===== src/hw/rtl/assert_macros.svh =====
// assertion macros used by the queue top level
`ifndef ASSERT_MACROS_SVH
`define ASSERT_MACROS_SVH

`ifndef ASSERT_OFF

// property must hold at every rising clock edge outside reset
`define PSQ_ASSERT(label, clk, rst, prop) \
   label: assert property (@(posedge clk) disable iff (rst) (prop)) \
      else $error("%m: assertion failed");

// expression must never be true outside reset
`define PSQ_NEVER(label, clk, rst, expr) \
   label: assert property (@(posedge clk) disable iff (rst) !(expr)) \
      else $error("%m: forbidden condition seen");

`else

`define PSQ_ASSERT(label, clk, rst, prop)
`define PSQ_NEVER(label, clk, rst, expr)

`endif

`endif


===== src/hw/rtl/psq_ram.sv =====
// generic single write port, single read port ram with registered read
module psq_ram #(
   parameter int WIDTH = 8,
   parameter int DEPTH = 16
) (
   input  logic                     clock,
   input  logic                     wr_en,
   input  logic [$clog2(DEPTH)-1:0] wr_addr,
   input  logic [WIDTH-1:0]         wr_data,
   input  logic                     rd_en,
   input  logic [$clog2(DEPTH)-1:0] rd_addr,
   output logic [WIDTH-1:0]         rd_data
);

   logic [WIDTH-1:0] mem [DEPTH];
   logic [WIDTH-1:0] rd_data_ff;

   always_ff @(posedge clock) begin
      if (wr_en) begin
         mem[wr_addr] <= wr_data;
      end
      if (rd_en) begin
         rd_data_ff <= mem[rd_addr];
      end
   end

   assign rd_data = rd_data_ff;

endmodule


===== config.mk =====
export PLATFORM = sky130hd
export DESIGN_NAME = psq_ram
export DESIGN_NICKNAME = d
export VERILOG_FILES = /design/src/hw/rtl/assert_macros.svh /design/src/hw/rtl/psq_ram.sv
export SDC_FILE = /design/constraint.sdc
export NUM_CORES = 1
export LEC_CHECK = 0
export BUFFER_PORTS_ARGS = -buffer_cell sky130_fd_sc_hd__buf_4
export CORE_MARGIN = 2
export CORE_UTILIZATION = 35
export DETAILED_ROUTE_END_ITERATION = 10
export PLACE_DENSITY = 0.61
export SYNTH_ARGS = -nofsm -noshare
export SYNTH_HDL_FRONTEND = slang
export SYNTH_SLANG_ARGS = --single-unit

===== constraint.sdc =====
create_clock -name clock -period 2.5 [get_ports clock]
set_clock_uncertainty 0.2 [all_clocks]
set_input_delay 0.625 -clock clock [delete_from_list [all_inputs] [get_ports clock]]
set_output_delay 0.625 -clock clock [all_outputs]
set_load 0.05 [all_outputs]

### Word-level counts from Yosys, hierarchy flattened

Memories as Yosys holds them, arrays and structs flattened. A register that Yosys moved wholly into a read port is not among the register bits.
Index checks and enable logic that the tools add are counted.

* memories kept: 1
* register bits: 0
* logic and storage cells: 3
* memory bits (writable): 128

* multiplexer cells: 2

Memory list
* mem: words 16, width 8, read ports 1, clocked after memory_dff 1, write ports 1, line psq_ram.sv:15 `logic [WIDTH-1:0] mem [DEPTH];`

Operators by type and width (count)
* 1-bit two-way mux: 2

### Depth between registers and ports, before layout

* depth after elaboration: 2
* depth in mapped cells: 5
* depth with buffers taken out: 3

### Worst setup path after synthesis

Ideal clock, no wire load.

* path type: input port to flip-flop
* from: input port wr_addr[2]
* to: memory mem[0][0] (enable)
* setup time: 383 ps
* cell stages on the path: 2
* data arrival time: 1735 ps
* path slack: 182 ps
* path through: or3b_2 nor3_1

RTL lines
* start, declared: line psq_ram.sv:8 `input logic [$clog2(DEPTH)-1:0] wr_addr,`
* end, declared: line psq_ram.sv:15

No word-level cell before the write port.

==> metrics.txt <==
status finished clean; Synth area leader edfxtp_1; final setup violating endpoints 0; number of synthesized flops with an enable pin 136; synth cell count leaders edfxtp_1, mux4_2, a22oi_1, mux4_1, nor2_1; Max-cap violations 0; crit path kind in2reg; share of post-route cells with drive strength above 1 0.328; Ys Warns 0; register bit total from synthesis ~140; post-synthesis async set-or-reset flop share 0; Critical Path AT roughly 1.9 ns; Slew Viols, Final 0; Layout Nets 308; first-pass GRT wire length 15.6 mm; worst slew pin tran 0.410 ns; setup TNS 0 ns; antenna violations before repair 0; vias roughly 2500; Post-Syn Area per Cell between 20 and 25 sq um; gpl congestion roughly 0.72; synth-to-layout area growth 24.5%; Tot GR Track Use 0.137; critical path launch point type input port; largest net degree at the start of global routing 17; Worst Path Required 2.46 ns; Critical Path Source rd_addr[0]; Fin. Hold Viols 0; Synth top area share 0.781; number of antenna diodes 0; Initial Utilization 0.358; Final HPWL DP 6.65 mm; Total Wirelength 10.1 mm; DRC 0; DR WL/cell around 21 microns; # IOs 27; vias per std cell 5.08; post-route cell area 0.00651 sq mm; # hold bufs at CTS 0; most common cell in the synthesized netlist edfxtp_1; Worst Hold Launch wr_data[6]; # Post-CTS Setup Buffers 0; Post-Syn Area 0.00523 sq mm; Synth area leaders edfxtp_1, mux4_2, mux4_1; CTS Buf Count 17; die area 0.0159 sq mm; number of gates resized after cts 0; Setup WS pre-CTS around 0.061 ns; die width 126 microns; Fmax 509 MHz; fin crit period a little under 2 ns; Synth Flop Type edfxtp_1; iteration count of the initial detailed-routing pass 4; post-synthesis cell type count 18; worst IR drop on VDD about 580 uV; clock root buffer clkbuf_16; static leakage 2.21 nW; hold crit path type in2reg; RSZ-0062 raised after global routing false; Slew HR 0.727; Crit. End Element flip-flop; dpl cell area between 0.005 and 0.006 sq mm; vias in the first global route 2685; sequential fraction of the synthesis area 0.781; power density over cell area 897 mW/mm^2; CTS clk-pin slew, worst paths 0.06 ns; Worst R2R Start mem[0][5]; clk_lat worst skew 0.42 ns; Die Y approximately 130 microns; initial DRC count 173; PnR worst setup slack around 0.53 ns; CTS tree yes; CTS max path bufs 2; Syn Inst Count 229; row cnt 44; global route total overflow 0; Worst Hold Slack 0.320 ns; count of input and output buffers 26; clock sink total 136; CTS H-tree lvls 4; Final ANT Viol Nets 0; Core ar. roughly 0.015 sq mm; period utilisation layout 0.786; worst-path maximum fanout 9; syn_nets 248
-- layout by cell type, fill, tap and decap left out --
cell and count:
nor2_1 13, and2b_1 1, a22oi_1 16, mux4_1 14
clkbuf_1 1, nand3_1 1, nand2b_1 2, clkinv_4 1
nand3b_1 2, mux4_2 18, clkinv_1 2, edfxtp_1 136
or3b_2 1, clkinv_2 1, nor3_1 4, nor2b_1 1
nand2_1 9, clkinvlp_4 2, and2_1 1, buf_4 47
clkbuf_16 17, buf_12 4, bufinv_16 8
-- cell families (layout without fill, tap and decap cells) --
family                 Yosys count  after routing  synth area share
multiplexers                    32             32             0.148
AO/OA/AOI/OAI                   16             16            0.0230
AND/OR/NAND/NOR                 35             35            0.0314
flip-flops                     136            136             0.781
buffers and inverters           10             83            0.0165
-- worst max-delay path, stage by stage --
cell     delay (ns)
buf_4          0.20
buf_12         0.17
mux4_1         0.56
a22oi_1        0.26
nand2_1        0.10
-- flip-flops by register name, indices dropped and copies added (netlist names) --
signal and count:
rd_data 8, mem 128
-- final cells by class --
class | instances | area, sq um
clock buffer | 18 | 429
clock inverter | 14 | 277
fill | 1223 | 8080
multi-input combinational | 83 | 1060
sequential | 136 | 4080
tap | 184 | 230
timing repair buffer | 51 | 433
-- path summary, 6_finish.rpt --
| kind | to | slack, ns | cells after the start |
|---|---|---|---|
| worst max-delay path | rd_data[5] | 0.53 | 5 |
| worst min register to register | rd_data[3] | 0.56 | 3 |
| worst min-delay path | mem[7][6] | 0.32 | 1 |
| worst max register to register | rd_data[5] | 0.83 | 3 |
-- power by group --
part / internal (mW) / switching (mW) / total, mW
logic: 0.126 / 0.172 / 0.298
clock network: 2.06 / 0.897 / 2.96
registers: 2.57 / 0.0154 / 2.59
-- through the flow --
stage,cells,utilization,power [mW]
after floorplan,229,-,2.80
after global placement,454,0.398,2.93
after detailed placement,454,0.398,2.93
after CTS,486,0.446,5.89
after global routing,486,0.446,6.01
final,486,0.446,5.84
-- per-layer routing --
layer / wire length, microns / part of all wire / global-route usage
met1: 4700 / 0.46 / 0.185
met5: 0 / 0 / 0
met2: 4800 / 0.47 / 0.210
met3: 512 / 0.051 / 0.0438
met4: 119 / 0.012 / 0.0504
No activity file was read; power rests on OpenSTA's default activity.
